### src/sv/i2c_master_byte_engine_macros.svh
// assertion macros for the i2c master byte engine
// used by the top level only, no dependencies
`ifndef I2C_MASTER_BYTE_ENGINE_MACROS_SVH
`define I2C_MASTER_BYTE_ENGINE_MACROS_SVH

// same-cycle implication, disabled in reset
`define I2CM_ASSERT_IMP(label, clk, rst, ante, cons, msg) \
   label: assert property (@(posedge clk) disable iff (rst) (ante) |-> (cons)) \
      else $error(msg);

// next-cycle implication, disabled in reset
`define I2CM_ASSERT_NXT(label, clk, rst, ante, cons, msg) \
   label: assert property (@(posedge clk) disable iff (rst) (ante) |=> (cons)) \
      else $error(msg);

`endif

### src/sv/i2cm_pkg.sv
// shared types and constants for the i2c master byte engine
// no dependencies
package i2cm_pkg;

   localparam int BITS_PER_BYTE = 8;
   localparam int BIT_CNT_W     = $clog2(BITS_PER_BYTE + 1);
   localparam int DELAY_W       = 10;

   localparam logic [7:0] TICKS_PER_US_RESET   = 8'd8;
   localparam logic [7:0] ACK_POLL_LIMIT_RESET = 8'd250;

   typedef enum logic [2:0] {
      REQ_NONE     = 3'd0,
      REQ_START    = 3'd1,
      REQ_STOP     = 3'd2,
      REQ_WRITE    = 3'd3,
      REQ_READ     = 3'd4,
      REQ_WAIT_ACK = 3'd5
   } req_code_type;

   typedef enum logic [0:0] {
      CSR_TICKS_PER_US   = 1'b0,
      CSR_ACK_POLL_LIMIT = 1'b1
   } csr_index_type;

   typedef enum logic [3:0] {
      PH_IDLE    = 4'd0,
      PH_ST_A    = 4'd1,
      PH_ST_B    = 4'd2,
      PH_SP_A    = 4'd3,
      PH_SP_B    = 4'd4,
      PH_WA_A    = 4'd5,
      PH_WA_B    = 4'd6,
      PH_WA_POLL = 4'd7,
      PH_WR_D    = 4'd8,
      PH_WR_H    = 4'd9,
      PH_WR_L    = 4'd10,
      PH_RD_L    = 4'd11,
      PH_RD_H    = 4'd12,
      PH_AK_D    = 4'd13,
      PH_AK_H    = 4'd14
   } phase_type;

   typedef struct packed {
      logic [7:0] ticks_per_us;
      logic [7:0] ack_poll_limit;
   } cfg_type;

   // request tdata, lowest bit last
   typedef struct packed {
      logic [5:0] pad;
      logic       sda_in;
      logic       send_ack;
      logic [7:0] tx_byte;
   } req_data_type;

   // result tdata, lowest bit last
   typedef struct packed {
      logic [1:0] pad;
      logic       ack_failed;
      logic [7:0] rx_byte;
      logic       done_res;
      logic       busy_res;
      logic       sda_oe;
      logic       sda_out;
      logic       scl;
   } rsp_data_type;

   // events decided by the phase logic for one tick
   typedef struct packed {
      logic enter;
      logic count_dec;
      logic finish;
      logic scl_low;
      logic rx_load;
      logic load_write;
      logic load_read;
      logic bit_inc;
      logic poll_clr;
      logic poll_inc;
      logic fail_clr;
      logic fail_set;
   } event_type;

endpackage

### src/sv/i2cm_csr.sv
// configuration registers of the i2c master byte engine
// depends on i2cm_pkg
module i2cm_csr
   import i2cm_pkg::*;
(
   input  logic          clock,
   input  logic          reset,
   input  logic          csr_valid,
   output logic          csr_ready,
   input  csr_index_type csr_index,
   input  logic [7:0]    csr_wdata,
   output cfg_type       cfg
);

   cfg_type cfg_ff, cfg_in;

   assign csr_ready = 1'b1;
   assign cfg       = cfg_ff;

   always_comb begin
      cfg_in = cfg_ff;
      if (csr_valid) begin
         case (csr_index)
            CSR_TICKS_PER_US:   cfg_in.ticks_per_us   = csr_wdata;
            CSR_ACK_POLL_LIMIT: cfg_in.ack_poll_limit = csr_wdata;
            default:            cfg_in = cfg_ff;
         endcase
      end
   end

   always_ff @(posedge clock) begin
      if (reset) begin
         cfg_ff.ticks_per_us   <= TICKS_PER_US_RESET;
         cfg_ff.ack_poll_limit <= ACK_POLL_LIMIT_RESET;
      end else begin
         cfg_ff <= cfg_in;
      end
   end

endmodule

### src/sv/i2cm_seq.sv
// pin sequencer: phase state, hold counter, shifter and status for one tick per item
// depends on i2cm_pkg
module i2cm_seq
   import i2cm_pkg::*;
(
   input  logic         clock,
   input  logic         reset,
   input  logic         step,
   input  logic [2:0]   req_code,
   input  req_data_type req_data,
   input  cfg_type      cfg,
   output rsp_data_type rsp_next
);

   phase_type              phase_ff, phase_in;
   logic [DELAY_W-1:0]     delay_ff, delay_in;
   logic [BIT_CNT_W-1:0]   bit_ff, bit_in, bit_next;
   logic [7:0]             shift_ff, shift_in, shift_base;
   logic [7:0]             poll_ff, poll_in;
   logic                   ack_ff, ack_in, ack_base;
   logic                   scl_ff, scl_in;
   logic                   sda_ff, sda_in_lvl;
   logic                   oe_ff, oe_in;
   logic                   fail_ff, fail_in;
   logic [7:0]             rx_ff, rx_in;
   logic                   do_poll;
   logic [DELAY_W-1:0]     hold1, hold2, hold4;
   event_type              ev;

   assign bit_next = bit_ff + BIT_CNT_W'(1);
   assign do_poll  = (phase_ff == PH_WA_POLL) ||
                     ((phase_ff == PH_WA_B) && (delay_ff <= DELAY_W'(1)));
   assign hold1    = {2'b00, cfg.ticks_per_us};
   assign hold2    = {1'b0, cfg.ticks_per_us, 1'b0};
   assign hold4    = {cfg.ticks_per_us, 2'b00};

   // next phase and events
   always_comb begin
      phase_in = phase_ff;
      ev       = '0;
      if (step) begin
         if (phase_ff == PH_IDLE) begin
            case (req_code_type'(req_code))
               REQ_START: begin
                  phase_in = PH_ST_A;
                  ev.enter = 1'b1;
               end
               REQ_STOP: begin
                  phase_in = PH_SP_A;
                  ev.enter = 1'b1;
               end
               REQ_WRITE: begin
                  phase_in      = PH_WR_D;
                  ev.enter      = 1'b1;
                  ev.load_write = 1'b1;
               end
               REQ_READ: begin
                  phase_in     = PH_RD_L;
                  ev.enter     = 1'b1;
                  ev.load_read = 1'b1;
               end
               REQ_WAIT_ACK: begin
                  phase_in    = PH_WA_A;
                  ev.enter    = 1'b1;
                  ev.poll_clr = 1'b1;
                  ev.fail_clr = 1'b1;
               end
               default: phase_in = PH_IDLE;
            endcase
         end else if (do_poll) begin
            if (!req_data.sda_in) begin
               phase_in   = PH_IDLE;
               ev.finish  = 1'b1;
               ev.scl_low = 1'b1;
            end else if (poll_ff >= cfg.ack_poll_limit) begin
               phase_in    = PH_SP_A;
               ev.enter    = 1'b1;
               ev.fail_set = 1'b1;
            end else begin
               phase_in    = PH_WA_POLL;
               ev.poll_inc = 1'b1;
            end
         end else if (delay_ff > DELAY_W'(1)) begin
            ev.count_dec = 1'b1;
         end else begin
            case (phase_ff)
               PH_ST_A: begin
                  phase_in = PH_ST_B;
                  ev.enter = 1'b1;
               end
               PH_ST_B: begin
                  phase_in   = PH_IDLE;
                  ev.finish  = 1'b1;
                  ev.scl_low = 1'b1;
               end
               PH_SP_A: begin
                  phase_in = PH_SP_B;
                  ev.enter = 1'b1;
               end
               PH_SP_B: begin
                  phase_in  = PH_IDLE;
                  ev.finish = 1'b1;
               end
               PH_WA_A: begin
                  phase_in = PH_WA_B;
                  ev.enter = 1'b1;
               end
               PH_WR_D: begin
                  phase_in = PH_WR_H;
                  ev.enter = 1'b1;
               end
               PH_WR_H: begin
                  phase_in = PH_WR_L;
                  ev.enter = 1'b1;
               end
               PH_WR_L: begin
                  ev.bit_inc = 1'b1;
                  if (bit_next < BIT_CNT_W'(BITS_PER_BYTE)) begin
                     phase_in = PH_WR_D;
                     ev.enter = 1'b1;
                  end else begin
                     phase_in  = PH_IDLE;
                     ev.finish = 1'b1;
                  end
               end
               PH_RD_L: begin
                  phase_in = PH_RD_H;
                  ev.enter = 1'b1;
               end
               PH_RD_H: begin
                  ev.bit_inc = 1'b1;
                  ev.enter   = 1'b1;
                  if (bit_next < BIT_CNT_W'(BITS_PER_BYTE)) begin
                     phase_in = PH_RD_L;
                  end else begin
                     phase_in = PH_AK_D;
                  end
               end
               PH_AK_D: begin
                  phase_in = PH_AK_H;
                  ev.enter = 1'b1;
               end
               PH_AK_H: begin
                  phase_in   = PH_IDLE;
                  ev.finish  = 1'b1;
                  ev.scl_low = 1'b1;
                  ev.rx_load = 1'b1;
               end
               default: phase_in = PH_IDLE;
            endcase
         end
      end
   end

   // pin levels, counters and data for the phase being entered
   always_comb begin
      delay_in   = delay_ff;
      bit_in     = bit_ff;
      shift_in   = shift_ff;
      poll_in    = poll_ff;
      ack_in     = ack_ff;
      scl_in     = scl_ff;
      sda_in_lvl = sda_ff;
      oe_in      = oe_ff;
      fail_in    = fail_ff;
      rx_in      = rx_ff;

      shift_base = ev.load_write ? req_data.tx_byte :
                   ev.load_read  ? 8'h00 : shift_ff;
      ack_base   = ev.load_read ? req_data.send_ack : ack_ff;

      if (ev.load_write || ev.load_read) begin
         bit_in   = '0;
         shift_in = shift_base;
      end
      if (ev.load_read)  ack_in  = ack_base;
      if (ev.bit_inc)    bit_in  = bit_next;
      if (ev.poll_clr)   poll_in = 8'h00;
      if (ev.poll_inc)   poll_in = poll_ff + 8'd1;
      if (ev.fail_clr)   fail_in = 1'b0;
      if (ev.fail_set)   fail_in = 1'b1;
      if (ev.count_dec)  delay_in = delay_ff - DELAY_W'(1);
      if (ev.scl_low)    scl_in  = 1'b0;
      if (ev.rx_load)    rx_in   = shift_ff;

      if (ev.enter) begin
         case (phase_in)
            PH_ST_A: begin
               oe_in = 1'b1; sda_in_lvl = 1'b1; scl_in = 1'b1; delay_in = hold4;
            end
            PH_ST_B: begin
               sda_in_lvl = 1'b0; delay_in = hold4;
            end
            PH_SP_A: begin
               oe_in = 1'b1; scl_in = 1'b0; sda_in_lvl = 1'b0; delay_in = hold4;
            end
            PH_SP_B: begin
               scl_in = 1'b1; sda_in_lvl = 1'b1; delay_in = hold4;
            end
            PH_WA_A: begin
               oe_in = 1'b0; sda_in_lvl = 1'b1; delay_in = hold1;
            end
            PH_WA_B: begin
               scl_in = 1'b1; delay_in = hold1;
            end
            PH_WR_D: begin
               oe_in      = 1'b1;
               scl_in     = 1'b0;
               sda_in_lvl = shift_base[7];
               shift_in   = {shift_base[6:0], 1'b0};
               delay_in   = hold2;
            end
            PH_WR_H: begin
               scl_in = 1'b1; delay_in = hold2;
            end
            PH_WR_L: begin
               scl_in = 1'b0; delay_in = hold2;
            end
            PH_RD_L: begin
               oe_in = 1'b0; scl_in = 1'b0; delay_in = hold2;
            end
            PH_RD_H: begin
               scl_in   = 1'b1;
               shift_in = {shift_base[6:0], req_data.sda_in};
               delay_in = hold1;
            end
            PH_AK_D: begin
               scl_in = 1'b0; oe_in = 1'b1; sda_in_lvl = !ack_base; delay_in = hold2;
            end
            PH_AK_H: begin
               scl_in = 1'b1; delay_in = hold2;
            end
            default: delay_in = delay_ff;
         endcase
      end
   end

   always_comb begin
      rsp_next            = '0;
      rsp_next.scl        = scl_in;
      rsp_next.sda_out    = sda_in_lvl;
      rsp_next.sda_oe     = oe_in;
      rsp_next.busy_res   = (phase_in != PH_IDLE);
      rsp_next.done_res   = ev.finish;
      rsp_next.rx_byte    = rx_in;
      rsp_next.ack_failed = fail_in;
   end

   always_ff @(posedge clock) begin
      if (reset) begin
         phase_ff <= PH_IDLE;
         delay_ff <= '0;
         bit_ff   <= '0;
         shift_ff <= 8'h00;
         poll_ff  <= 8'h00;
         ack_ff   <= 1'b0;
         scl_ff   <= 1'b1;
         sda_ff   <= 1'b1;
         oe_ff    <= 1'b0;
         fail_ff  <= 1'b0;
         rx_ff    <= 8'h00;
      end else begin
         phase_ff <= phase_in;
         delay_ff <= delay_in;
         bit_ff   <= bit_in;
         shift_ff <= shift_in;
         poll_ff  <= poll_in;
         ack_ff   <= ack_in;
         scl_ff   <= scl_in;
         sda_ff   <= sda_in_lvl;
         oe_ff    <= oe_in;
         fail_ff  <= fail_in;
         rx_ff    <= rx_in;
      end
   end

endmodule

### src/sv/i2cm_out_reg.sv
// result register on the rsp side, refilled in the cycle it drains
// depends on i2cm_pkg
module i2cm_out_reg
   import i2cm_pkg::*;
(
   input  logic         clock,
   input  logic         reset,
   input  logic         load,
   input  rsp_data_type load_data,
   output logic         room,
   output logic         rsp_tvalid,
   input  logic         rsp_tready,
   output rsp_data_type rsp_data
);

   logic         valid_ff, valid_in;
   rsp_data_type data_ff, data_in;

   assign room       = !valid_ff || rsp_tready;
   assign valid_in   = load || (valid_ff && !rsp_tready);
   assign data_in    = load ? load_data : data_ff;
   assign rsp_tvalid = valid_ff;
   assign rsp_data   = data_ff;

   always_ff @(posedge clock) begin
      if (reset) begin
         valid_ff <= 1'b0;
      end else begin
         valid_ff <= valid_in;
      end
   end

   always_ff @(posedge clock) begin
      data_ff <= data_in;
   end

endmodule

### src/sv/i2c_master_byte_engine.sv
// i2c master byte engine: one item per clock tick of pin sequencing
// the result of an item is on rsp in the cycle after it is accepted
// throughput: one item per cycle while the single result register has room; a stalled result stalls req
// reset: synchronous, active high; pins idle with scl high, sda released
// depends on i2cm_pkg, i2cm_csr, i2cm_seq, i2cm_out_reg and the macros header
`include "i2c_master_byte_engine_macros.svh"

module i2c_master_byte_engine
   import i2cm_pkg::*;
(
   input  logic        clock,
   input  logic        reset,
   input  logic        req_tvalid,
   output logic        req_tready,
   input  logic [15:0] req_tdata,   // tx_byte[7:0], send_ack, sda_in, zero pad
   input  logic [2:0]  req_tuser,   // req_type
   output logic        rsp_tvalid,
   input  logic        rsp_tready,
   output logic [15:0] rsp_tdata,   // scl, sda_out, sda_oe, busy_res, done_res,
                                    // rx_byte[7:0], ack_failed, zero pad
   input  logic        csr_valid,
   output logic        csr_ready,
   input  logic        csr_index,
   input  logic [7:0]  csr_wdata
);

   cfg_type      cfg;
   rsp_data_type rsp_next;
   rsp_data_type rsp_data;
   logic         room;
   logic         step;

   assign req_tready = room;
   assign step       = req_tvalid && room;
   assign rsp_tdata  = rsp_data;

   i2cm_csr u_csr (
      .clock     (clock),
      .reset     (reset),
      .csr_valid (csr_valid),
      .csr_ready (csr_ready),
      .csr_index (csr_index_type'(csr_index)),
      .csr_wdata (csr_wdata),
      .cfg       (cfg)
   );

   i2cm_seq u_seq (
      .clock    (clock),
      .reset    (reset),
      .step     (step),
      .req_code (req_tuser),
      .req_data (req_data_type'(req_tdata)),
      .cfg      (cfg),
      .rsp_next (rsp_next)
   );

   i2cm_out_reg u_out (
      .clock      (clock),
      .reset      (reset),
      .load       (step),
      .load_data  (rsp_next),
      .room       (room),
      .rsp_tvalid (rsp_tvalid),
      .rsp_tready (rsp_tready),
      .rsp_data   (rsp_data)
   );

   `I2CM_ASSERT_NXT(a_item_gives_result, clock, reset,
      req_tvalid && req_tready, rsp_tvalid, "accepted item gave no result")
   `I2CM_ASSERT_IMP(a_stall_blocks_input, clock, reset,
      rsp_tvalid && !rsp_tready, !req_tready, "input taken while result stalled")
   `I2CM_ASSERT_IMP(a_done_not_busy, clock, reset,
      rsp_tvalid && rsp_data.done_res, !rsp_data.busy_res, "done and busy together")

endmodule

### config.mk
export PLATFORM = sky130hd
export DESIGN_NAME = i2c_master_byte_engine
export DESIGN_NICKNAME = d
export VERILOG_FILES = /design/src/sv/i2cm_pkg.sv /design/src/sv/i2cm_csr.sv /design/src/sv/i2cm_seq.sv /design/src/sv/i2cm_out_reg.sv /design/src/sv/i2c_master_byte_engine.sv
export VERILOG_INCLUDE_DIRS = /design/src /design/src/sv
export SDC_FILE = /design/constraint.sdc
export NUM_CORES = 1
export LEC_CHECK = 0
export BUFFER_PORTS_ARGS = -buffer_cell sky130_fd_sc_hd__buf_2
export CAP_MARGIN = 15
export CORE_MARGIN = 2
export CORE_UTILIZATION = 59
export DETAILED_ROUTE_END_ITERATION = 10
export PLACE_DENSITY = 0.8
export SYNTH_ARGS = -nofsm -noshare
export SYNTH_HDL_FRONTEND = slang
export SYNTH_SLANG_ARGS = --single-unit
### constraint.sdc
create_clock -name clock -period 3.6 [get_ports clock]
set_input_delay 0.72 -clock clock [delete_from_list [all_inputs] [get_ports clock]]
set_output_delay 0.72 -clock clock [all_outputs]
set_load 0.005 [all_outputs]
==> Word-level counts from Yosys, hierarchy flattened <==
Cells that the tools add are included.
{ "totals": {"input_bits": 33, "ff_bits": 78, "out_inout_bits": 19} }
{ "classes": {"n_addsub": 3, "eq_ne": 33, "n_mux": 68, "reduce_logical": 33, "bitwise_logic": 2, "n_lt_le_gt_ge": 4} }
{ "ops": {"columns": ["cell", "count"], "rows": [
  ["$eq 4x4->1 const B", 14],
  ["$mux 8", 7],
  ["$mux 4", 9],
  ["$pmux 4 s9", 1],
  ["$mux 1", 34],
  ["$pmux 10 s3", 1],
  ["$eq 4x3->1 const B", 7],
  ["$mux 10", 2],
  ["$pmux 4 s5", 1],
  ["$eq 4x2->1 const B", 4],
  ["$pmux 8 s2", 1],
  ["$mux 12", 1],
  ["$reduce_or 6->1", 2],
  ["$gt 10x1->1 const B", 1],
  ["$le 10x1->1 const B", 1],
  ["$reduce_or 2->1", 5],
  ["$reduce_or 5->1", 2],
  ["$sub 10x1->10 const B", 1],
  ["$mux 3", 3],
  ["$reduce_or 3->1", 3],
  ["$add 8x1->8 const B", 1],
  ["$eq 4x1->1 const B", 2],
  ["$ge 8x8->1", 1],
  ["$pmux 1 s2", 4],
  ["18 further kinds", 35]
]} }

==> Logic depth before layout (Yosys ltp) <==
Gate-level depths: netlist of the first run.
{ "logic_depth": {"word_depth": 13, "depth_mapped": 12, "ltp_nobuf": 10} }

==> Modules after synthesis <==
From an unflattened synthesis of the first run, not the netlist that was laid out.
{ "unflattened": {"cells_unflattened": 512, "hier_area_um2": 4560.6} }
{ "by_module_without_submodules": {"columns": ["module", "area_per_inst_um2", "cells_each", "instances"], "rows": [
  ["i2cm_seq", 3345.7, 426, 1],
  ["i2cm_csr", 681.9, 65, 1],
  ["i2cm_out_reg", 526.8, 20, 1],
  ["i2c_master_byte_engine", 6.3, 1, 1]
]} }

==> Least setup slack after synthesis of the first run <==
Ideal clock, no wire load.
{ "synth_timing": {"kind": "in2reg", "start": "input rsp_tready", "end": "register u_out.data_ff (netlist bit u_out.rsp_data[1]) (data pin)", "arrival_time_ns": 2.905, "required_ns": 3.346, "n_path_buf": 0, "slack_ns": 0.441, "stages": 9, "setup_ns": 0.254, "cell_sequence": "and2b_1 > clkinv_1 > nand2_1 > inv_1 > o21ai_0 > nor2_1 > o31ai_4 > nor3_1 > a21o_1"} }
{ "synth_lines": {"columns": ["item", "line_no", "source"], "rows": [
  ["start: declaration", "i2c_master_byte_engine.sv:18", "input logic rsp_tready,"],
  ["end signal: assignment", "i2cm_out_reg.sv:34", "data_ff <= data_in;"],
  ["end: declaration", "i2cm_out_reg.sv:17", "rsp_data_type data_ff, data_in;"]
]} }

==> Worst setup path in the final report of the first run <==
{ "layout_timing": {"start": "register u_seq.delay_ff[0]", "end": "register u_seq.delay_ff[8]"} }
{ "layout_via": {"elab_chain_cells": 10, "elab_cells_between_ends": 38, "cone_classes": "1 x add/sub; 2 x order compare; 14 x eq/ne; 14 x mux; 7 x reduce/logical"} }
{ "layout_rtl": {"columns": ["item", "line_no", "source"], "rows": [
  ["start: declaration", "i2cm_seq.sv:16", "logic [DELAY_W-1:0] delay_ff, delay_in;"],
  ["start signal: assignment", "i2cm_seq.sv:264", "delay_ff <= delay_in;"],
  ["$le 10x1->1", "i2cm_seq.sv:32", "((phase_ff == PH_WA_B) && (delay_ff <= DELAY_W'(1)));"],
  ["$logic_and 1x1->1", "i2cm_seq.sv:32", null],
  ["$logic_or 1x1->1", "i2cm_seq.sv:31", "assign do_poll = (phase_ff == PH_WA_POLL) ||"],
  ["$mux 4", "i2cm_seq.sv:70", "end else if (do_poll) begin"],
  ["$mux 4", "i2cm_seq.sv:42", "if (phase_ff == PH_IDLE) begin"],
  ["$mux 4", "i2cm_seq.sv:41", "if (step) begin"],
  ["$eq 4x4->1 (tied with other cells)", "i2cm_seq.sv:187", "case (phase_in)"],
  ["$reduce_or 6->1 (no line) (tied with other cells)", null, null],
  ["$pmux 10 s3 or $ne 4x4->1 (tied branches)", null, null],
  ["$mux 10 or $reduce_and 2->1 (tied branches)", null, null]
]} }
Parallel ways exist; a longest one is shown, timed or not. The select of a mux whose other input is x is not followed.
A chain may end at the register's enable or synchronous reset.

==> results.toml, run 1 <==
[floorplanning]
dieArea_sq_um = 8741
die_w_um = 93.50
dieHeight_um = 93.50
coreArea_sq_um = 7727
io_pins = 52
rows = 32
start_util_pct = 61.16

[setup_path]
cp-end-kind = "flop"
cp_max_fo = 8
worstSetupStartpointType = "flop"
crit_arrival_ns = 3.57
worstPathRequired_ns = 3.90
worstSetupPathType = "reg -> reg"

[cts]
holdBufCountCts = 0
cts.reportedPaths.clkPinSlew_ns = 0.09
clockBufferDepth = 2
cts_root_buf = "clkbuf_8"
cts_setup_buffers = 0
numCtsBuffers = 9
cts.repair.resized = 0
insertion_delay_ns = 0.36
cts_sinks = 78
htree_levels = 3
cts_tree = "done"

[synth]
seq_area_frac_synth_pct = 36.01
synth_cells = 567
synth_common_cells = "67 x nand2_1, 64 x dfxtp_1, 44 x nor2_1"
synth-seq-cells = 78
yosysMostFrequentCell = "nand2_1"
yosys.area.top_type = "dfxtp_1"
post_synth.cell_area_avg_sq_um = 8.335
synthArstFlopShare_pct = 0
yosys.area.top_type_share_pct = 27.11
ys_warn_count = 0
synth-edff-count = 14
synth_area_sq_um = 4726
ys.flop_type = "dfxtp_1"
synth_area_leaders = "dfxtp_1 27%, edfxtp_1 8.9%, nand2_1 5.3%"
yosysUniqueCellTypes = 79

[power]
peakVddDrop_mv = 0.3369
p_per_area_nw_per_um2 = 651.3
p_leak_uw = 0.002110

[finish]
fillers = 652
final_cells = 724
drive_above_1_share_pct = 20.42
num_antenna_cells = 0
area_growth_pct = 12.42
layout.nets = 663
multiInputGateArea_sq_um = 2773
final_area_sq_um = 5313
regArea_sq_um = 1702

[routing]
drtIter0Drc = 473
routed_via_density = 6.376
drt_first_pass_iters = 5
vias = 4616
ant_nets = 0
wl_per_cell_um = 16.84
drc = 0
wl_um = 12190

[flow_run]
maxCapViolCount = 0

[placed_design]
place_inst = 707
io_buffer_count = 42
gp_congestion = 0.9071
dp_hpwl_um = 8568
place_area_sq_um = 5116
pre_cts_slack_ns = 0.1096

[global_route]
grt_pass1_vias = 4277
grt_overflow = 0
grt_max_degree = 45
grt_pass1_wl_um = 19940
antenna_found_initial = 0
grt.total_usage_pct = 28.51

[timing]
setup_viol = 0
final.setup_skew_ns = 0.01077
timing.final.crit_share_pct = 90.76
setup_slack_ns = 0.3327
min_period_ns = 3.267
hold_violations = 0
rsz0062_at_grt = "no"
maxSlewViolCount = 0
relSlewSlack_pct = 44.70
worstMarginPinSlew_ns = 0.8265
fin_tns_setup_ns = 0
fmax_mhz = 306.1

[run_status]
status = "finished clean"

[hold_path]
hold_class = "reg -> reg"
-- cell type report --
| cell class | count | share of cell area (%) |
|---|---|---|
| inverters | 19 | 1.342 |
| well taps | 102 | 2.402 |
| flip-flops and latches | 78 | 32.03 |
| clock inverters | 7 | 1.225 |
| repair buffers | 74 | 8.479 |
| multi-input cells | 435 | 52.19 |
| clock buffers | 9 | 2.332 |
-- layer usage --
metal | vias to the layer above | global-route usage, % | share of wire, %
met3 | 47 | 4.754 | 6.5
li1 | 2200 | - | -
met1 | 2166 | 35.91 | 42
met5 | - | 0 | 0
met4 | 0 | 11.40 | 2.9
met2 | 203 | 48.50 | 48
-- placed cells by master, fill, tap and decap left out, types with 4 or more instances in the layout --
| master | n |
|---|---|
| a211oi_1 | 12 |
| a21oi_1 | 35 |
| a22oi_1 | 9 |
| a31o_2 | 4 |
| a31oi_1 | 8 |
| and2_1 | 13 |
| and3_1 | 5 |
| buf_2 | 42 |
| buf_4 | 32 |
| clkbuf_8 | 9 |
| dfxtp_1 | 64 |
| edfxtp_1 | 14 |
| ha_1 | 13 |
| inv_1 | 17 |
| mux2_2 | 10 |
| nand2_1 | 67 |
| nand2b_1 | 10 |
| nand3_1 | 37 |
| nand3b_1 | 4 |
| nand4_1 | 13 |
| nor2_1 | 44 |
| nor2b_1 | 11 |
| nor3_1 | 10 |
| o211ai_1 | 5 |
| o21a_1 | 4 |
| o21ai_0 | 23 |
| o22ai_1 | 7 |
| o32a_1 | 4 |
| or3_1 | 7 |
| xnor2_1 | 4 |
-- worst max-delay path, stage by stage (launching register included) --
cell     delay, ns
dfxtp_1       0.46
inv_1         0.09
ha_1          0.22
or2_2         0.35
a31oi_1       0.27
nor2_2        0.08
buf_4         0.17
o41a_1        0.52
nor2_1        0.31
nand3_1       0.25
a311o_1       0.38
nand3_1       0.09
-- final timing paths --
check,start,to,slack (ns),cells after the start
worst max-delay path,u_seq.delay_ff[0]$_SDFFE_PP0P_,u_seq.delay_ff[8]$_SDFFE_PP0P_,0.33,11
worst min-delay path,u_csr.cfg[6]$_SDFFE_PP1P_,u_csr.cfg[6]$_SDFFE_PP1P_,0.47,2
worst max register to register,u_seq.delay_ff[0]$_SDFFE_PP0P_,u_seq.delay_ff[8]$_SDFFE_PP0P_,0.33,11
worst min register to register,u_csr.cfg[6]$_SDFFE_PP1P_,u_csr.cfg[6]$_SDFFE_PP1P_,0.47,2
-- cells by family after synthesis --
| group | share of synthesized area, % |
|---|---|
| compound gates | 24.15 |
| other cells | 0.1589 |
| flops | 36.01 |
| mux | 2.595 |
| xor+xnor | 1.112 |
| fa+ha+maj | 3.442 |
| buf+inv | 5.401 |
| simple gates | 27.14 |
-- where the power goes --
| part | internal, uW | leakage (uW) | total (uW) | switching, uW |
|---|---|---|---|---|
| Sequential | 994 | 0.000657 | 1100 | 102 |
| Combinational | 668 | 0.00136 | 1720 | 1050 |
| Clock | 266 | 0.0000938 | 645 | 379 |
-- sequential cells by signal, summed over array words and instances (netlist names) --
register / cells
u_csr.cfg: 16
u_out.rsp_data: 14
u_seq.delay_ff: 10
u_seq.poll_ff: 8
u_seq.rx_ff: 8
u_seq.shift_ff: 8
u_seq.bit_ff: 4
u_seq.phase_ff: 4
u_out.rsp_tvalid: 1
u_seq.ack_ff: 1
u_seq.fail_ff: 1
u_seq.oe_ff: 1
u_seq.scl_ff: 1
u_seq.sda_ff: 1
-- stage by stage --
step                      total power [uW]  util (%)  hold slack [ns]
after floorplan                       2310         -           0.4363
after global placement                2713     66.21           0.4489
after detailed placement              2764     66.21           0.4578
after CTS                             3400     68.65           0.4731
after global routing                  3654     68.75           0.4954
final                                 3460     68.75           0.4690
Power figures use the tool's default switching activity.
==> run 2, diff against run 1 <==
--- a/config.mk
+++ b/config.mk
@@ -6,12 +6,14 @@
 export SDC_FILE = /design/constraint.sdc
 export NUM_CORES = 1
 export LEC_CHECK = 0
+export ABC_AREA = 1
 export BUFFER_PORTS_ARGS = -buffer_cell sky130_fd_sc_hd__buf_2
 export CAP_MARGIN = 15
 export CORE_MARGIN = 2
 export CORE_UTILIZATION = 59
 export DETAILED_ROUTE_END_ITERATION = 10
-export PLACE_DENSITY = 0.8
+export PLACE_DENSITY_LB_ADDON = 0.12
 export SYNTH_ARGS = -nofsm -noshare
 export SYNTH_HDL_FRONTEND = slang
+export SYNTH_HIERARCHICAL = 1
 export SYNTH_SLANG_ARGS = --single-unit
==> results.toml, run 2 <==
[flow_run]
maxCapViolCount = 0

[placed_design]
gp_congestion = 0.9222
dp_hpwl_um = 8348
pre_cts_slack_ns = 0.5735
io_buffer_count = 44

[synth]
synth_cells = 661
synth-seq-cells = 80
ys.flop_type = "dfxtp_1"
yosys.area.top_type_share_pct = 26.98
synth_area_leaders = "dfxtp_1 27%, nand2_1 11%, edfxtp_1 10%"
seq_area_frac_synth_pct = 37.10
yosys.area.top_type = "dfxtp_1"
yosysMostFrequentCell = "nand2_1"
synthArstFlopShare_pct = 0
synth_compound_area_share_pct = 13.68
ys_warn_count = 6
yosys.area_share.xor_xnor_pct = 1.291
post_synth.cell_area_avg_sq_um = 7.184
synthMuxAreaShare_pct = 0.2108
synth_common_cells = "144 x nand2_1, 92 x nor2_1, 70 x inv_1"
synth_top_family_by_area = "simple AND/OR/NAND/NOR gates"
synth_area_sq_um = 4748
synth_fa_ha_area_share_pct = 3.162
yosysUniqueCellTypes = 46
synth-edff-count = 16
synth-simple-area-share_pct = 35.07

[routing]
routed_via_density = 5.430
wl_per_cell_um = 13.87
wl_um = 11250
drt_first_pass_iters = 5
ant_nets = 0
drtIter0Drc = 212
vias = 4404
drc = 0

[finish]
layout_common_cells = "144 x nand2_1, 92 x nor2_1, 70 x inv_1"
num_antenna_cells = 0
area_growth_pct = 10.65
layout.nets = 749
final_common_cell = "nand2_1"
drive_above_1_share_pct = 19.61

[power]
p_per_area_nw_per_um2 = 652.1
netSwitchingFraction_pct = 42.88
power.share.clock_pct = 22.9
net-switching-power_uw = 1469
combPwrFrac_pct = 44.1
seqPwrFrac_pct = 33.0
intPower_uw = 1957
peakVddDrop_mv = 0.2998
p_leak_uw = 0.002589

[cts]
clockBufferDepth = 2
numCtsBuffers = 9
insertion_delay_ns = 0.37
cts_sinks = 80
htree_levels = 3
cts_tree = "done"
cts_setup_buffers = 0
cts_root_buf = "clkbuf_8"
cts.reportedPaths.clkPinSlew_ns = 0.09
holdBufCountCts = 0
cts.repair.resized = 0

[setup_path]
worstSetupPathType = "reg -> reg"
cp_max_fo = 8
worstPathRequired_ns = 3.71
worstSetupStartpointType = "flop"
crit_arrival_ns = 2.92
cp-end-kind = "flop"

[global_route]
grtUsageMet3_pct = 3.772
grt_pass1_wl_um = 18910
grt_use_met1_pct = 32.91
antenna_found_initial = 0
grt_pass1_vias = 4129
top_usage_layer = "met2"
grt_overflow = 0
grt_use_met2_pct = 48.10
grt.total_usage_pct = 27.05
grt_max_degree = 30

[floorplanning]
rows = 32
start_util_pct = 61.13
io_pins = 52
dieArea_sq_um = 8782
coreArea_sq_um = 7767
dieHeight_um = 93.71
die_w_um = 93.71

[timing]
maxSlewViolCount = 0
final.setup_skew_ns = 0.01443
timing.final.crit_share_pct = 78.13
worstMarginPinSlew_ns = 0.6308
min_period_ns = 2.813
rsz0062_at_grt = "no"
relSlewSlack_pct = 57.90
fin_tns_setup_ns = 0
setup_viol = 0
hold_violations = 0
fmax_mhz = 355.5
setup_slack_ns = 0.7872

[run_status]
status = "finished clean"

[hold_path]
hold_class = "reg -> reg"
## run 2: cell types whose count changed after synthesis, sizes merged, moves of 11 or more
cell and change:
nand3 +26, and2 -13, nor2 +60, inv +68, a211oi -14, clkbuf -13, nor2b -11, nand2 +97
## run 2: stage by stage
| step | hold slack (ns) | cell area [sq um] | cells | power, uW | util (%) |
|---|---|---|---|---|---|
| 6_report | 0.4866 | 5254 | 811 | 3426 | 67.64 |
| 5_1_grt | 0.5173 | 5254 | 811 | 3644 | 67.64 |
| 4_1_cts | 0.4859 | 5254 | 811 | 3409 | 67.64 |
| 3_5_place_dp | 0.4605 | 5021 | 795 | 2624 | 64.64 |
| 3_3_place_gp | 0.4570 | 5021 | 795 | 2586 | 64.64 |
| 2_1_floorplan | 0.4330 | 4752 | 662 | 2337 | - |
## run 2: cell type report
type                       instances  area (sq um)
sequential                        80          1762
clock buffer                       9         123.9
clock inverter                     7         108.9
multi-input combinational        478          2547
tap                              102         127.6
inverter                          87         334.1
timing repair buffer              48         250.2
fill                             715          2514
## run 2: logic make-up (layout without fill, tap and decap cells)
family	after synthesis	in the layout
buffers and inverters	104	151
adder cells (fa/ha/maj)	12	12
AO/OA/AOI/OAI	101	101
flip-flops	80	80
XOR/XNOR	7	7
other	2	3
multiplexers	1	1
AND/OR/NAND/NOR	354	354
## run 2: layer usage
layer  share of wire [%]  up-vias  wire length [um]
li1                    -     2229                 -
met1                  44     2030              4899
met2                  50      121              5605
met3                 4.6       24               515
met4                 2.0        0               226
met5                   0        -                 0
## run 2: worst paths after layout
kind         cells after the start  slack [ns]                            from                     endpoint
max                             16        0.79  u_seq/delay_ff[0]$_SDFFE_PP0P_  u_out/rsp_data[0]$_DFFE_PP_
min                              2        0.49       u_csr/cfg[1]$_SDFFE_PP1P_    u_csr/cfg[1]$_SDFFE_PP1P_
max reg2reg                     16        0.79  u_seq/delay_ff[0]$_SDFFE_PP0P_  u_out/rsp_data[0]$_DFFE_PP_
min reg2reg                      2        0.49       u_csr/cfg[1]$_SDFFE_PP1P_    u_csr/cfg[1]$_SDFFE_PP1P_
## run 2: critical path, cell delays in order, from the launching register on
cell      delay [ns]
dfxtp_1         0.35
inv_1           0.11
ha_1            0.36
inv_2           0.06
nand2_1         0.08
nand3_1         0.10
or2_1           0.27
nand3_2         0.08
nand2_2         0.06
a21oi_4         0.28
inv_4           0.12
nor2_4          0.15
nand2_1         0.12
o211ai_1        0.13
nor2_1          0.07
o21bai_1        0.16
nand2_1         0.06
## run 2: power by group through the flow
stage	Clock [uW]	Combinational (uW)	Sequential, uW
floorplan	0	1210	1120
global placement	0	1440	1140
detailed placement	0	1480	1140
CTS	792	1490	1130
global route	830	1670	1150
finish	786	1510	1130
==> run 3, diff against run 2 <==
==> constraint.sdc (replaced) <==
create_clock -name clock -period 2.9 [get_ports clock]
set_input_delay 0.58 -clock clock [delete_from_list [all_inputs] [get_ports clock]]
set_output_delay 0.58 -clock clock [all_outputs]
set_load 0.005 [all_outputs]
==> results.toml, run 3 (synthesis results as in run 2) <==
[run_status]
status = "finished clean"

[timing]
final.setup_skew_ns = 0.01471
maxSlewViolCount = 0
fmax_mhz = 383.7
fin_tns_setup_ns = 0
min_period_ns = 2.606
worstMarginPinSlew_ns = 0.6293
setup_slack_ns = 0.2939
timing.final.crit_share_pct = 89.87
rsz0062_at_grt = "no"
relSlewSlack_pct = 58.00
setup_viol = 0
hold_violations = 0
hold_ws_ns = 0.4560

[global_route]
grt_max_degree = 32
antenna_found_initial = 0
grt_pass1_vias = 4047
grt.total_usage_pct = 25.72
grt_pass1_wl_um = 18080
grt_overflow = 0

[placed_design]
io_buffer_count = 44
gp_congestion = 0.9592
pre_cts_slack_ns = 0.08586
dp_hpwl_um = 8103

[cts]
numCtsBuffers = 9
insertion_delay_ns = 0.35
htree_levels = 3
cts_tree = "done"
cts_sinks = 80
cts.reportedPaths.clkPinSlew_ns = 0.08
cts_setup_buffers = 0
clockBufferDepth = 2
cts_root_buf = "clkbuf_8"

[routing]
wl_met1_um = 4622
drtIter0Drc = 224
routed.top_layer = "met4"
routed_via_density = 5.387
ant_nets = 0
drc = 0
vias = 4396
wl_um = 10850
dr_wl_met2_um = 5492
wl_per_cell_um = 13.30
met3_length_um = 544
drt_first_pass_iters = 5

[setup_path]
cp-end-kind = "flop"
worstPathRequired_ns = 3.00
worstSetupStartpointType = "flop"
crit_arrival_ns = 2.70
worstSetupPathType = "reg -> reg"
cp_max_fo = 8

[hold_path]
hold_class = "in -> reg"

[power]
p_leak_uw = 0.002604
power.share.clock_pct = 22.1
combPwrFrac_pct = 44.7
intPower_uw = 2449
p_per_area_nw_per_um2 = 797.6
seqPwrFrac_pct = 33.1
netSwitchingFraction_pct = 42.18
peakVddDrop_mv = 0.4446
net-switching-power_uw = 1787

[finish]
final_common_cell = "nand2_1"
num_antenna_cells = 0
regArea_sq_um = 1762
multiInputGateArea_sq_um = 2555
layout.nets = 754
area_growth_pct = 11.86
fillers = 656
layout_common_cells = "143 x nand2_1, 92 x nor2_1, 69 x inv_1"
drive_above_1_share_pct = 20.59

[floorplanning]
start_util_pct = 61.13
coreArea_sq_um = 7767
rows = 32
die_w_um = 93.71
io_pins = 52
dieArea_sq_um = 8782
dieHeight_um = 93.71

[flow_run]
maxCapViolCount = 0
[run 3: per-layer routing]
metal | track usage (%) | up-vias
li1 | - | 2236
met1 | 31.77 | 2008
met2 | 46.25 | 131
met3 | 3.451 | 21
met4 | 8.092 | 0
met5 | 0 | -
[run 3: critical path: stages, from the launching register on]
cell      delay [ns]
dfxtp_1         0.35
inv_1           0.10
ha_1            0.33
inv_2           0.06
nand2_1         0.06
nand3_1         0.09
or2_1           0.27
nand3_2         0.08
nand2_2         0.07
a21oi_4         0.18
inv_4           0.10
nor2_4          0.13
nand2_1         0.11
o211ai_1        0.13
nor2_1          0.07
o21bai_1        0.16
nand2_1         0.07
[run 3: path summary, 6_finish.rpt]
path	cells after the start	start	end	slack (ns)
setup / recovery	16	u_seq/delay_ff[0]$_SDFFE_PP0P_	u_out/rsp_data[0]$_DFFE_PP_	0.29
hold / removal	3	csr_wdata[5]	u_csr/cfg[5]$_SDFFE_PP1P_	0.46
setup reg to reg	16	u_seq/delay_ff[0]$_SDFFE_PP0P_	u_out/rsp_data[0]$_DFFE_PP_	0.29
hold reg to reg	1	u_seq/poll_ff[7]$_SDFFE_PP0P_	u_seq/poll_ff[7]$_SDFFE_PP0P_	0.48
[run 3: what timing repair did]
item,in CTS,in global routing
hold buffers,0,0
endpoints found under the setup margin,0,1
endpoints found under the hold margin,0,0
gates resized for setup,0,1
[run 3: cell type report]
type | count | share of cell area (%)
Tap cell | 102 | 2.403
Timing Repair Buffer | 53 | 5.654
Inverter | 87 | 6.408
Clock inverter | 7 | 1.932
Clock buffer | 9 | 2.332
Multi-Input combinational cell | 478 | 48.10
Sequential cell | 80 | 33.17
[run 3: power groups by stage]
stage | Combinational [uW] | Sequential, uW | Clock (uW)
6_report | 1900 | 1400 | 938
5_1_grt | 2120 | 1420 | 995
4_1_cts | 1880 | 1400 | 951
3_5_place_dp | 1870 | 1420 | 0
3_3_place_gp | 1830 | 1420 | 0
2_1_floorplan | 1510 | 1400 | 0
[run 3: metrics by stage]
stage,power (uW),util [%],area (sq um),cells
floorplan,2903,-,4761,662
CTS,4227,68.32,5306,816
global placement,3249,65.40,5080,800
finish,4237,68.38,5311,816
global route,4533,68.38,5311,816
detailed placement,3289,65.40,5080,800
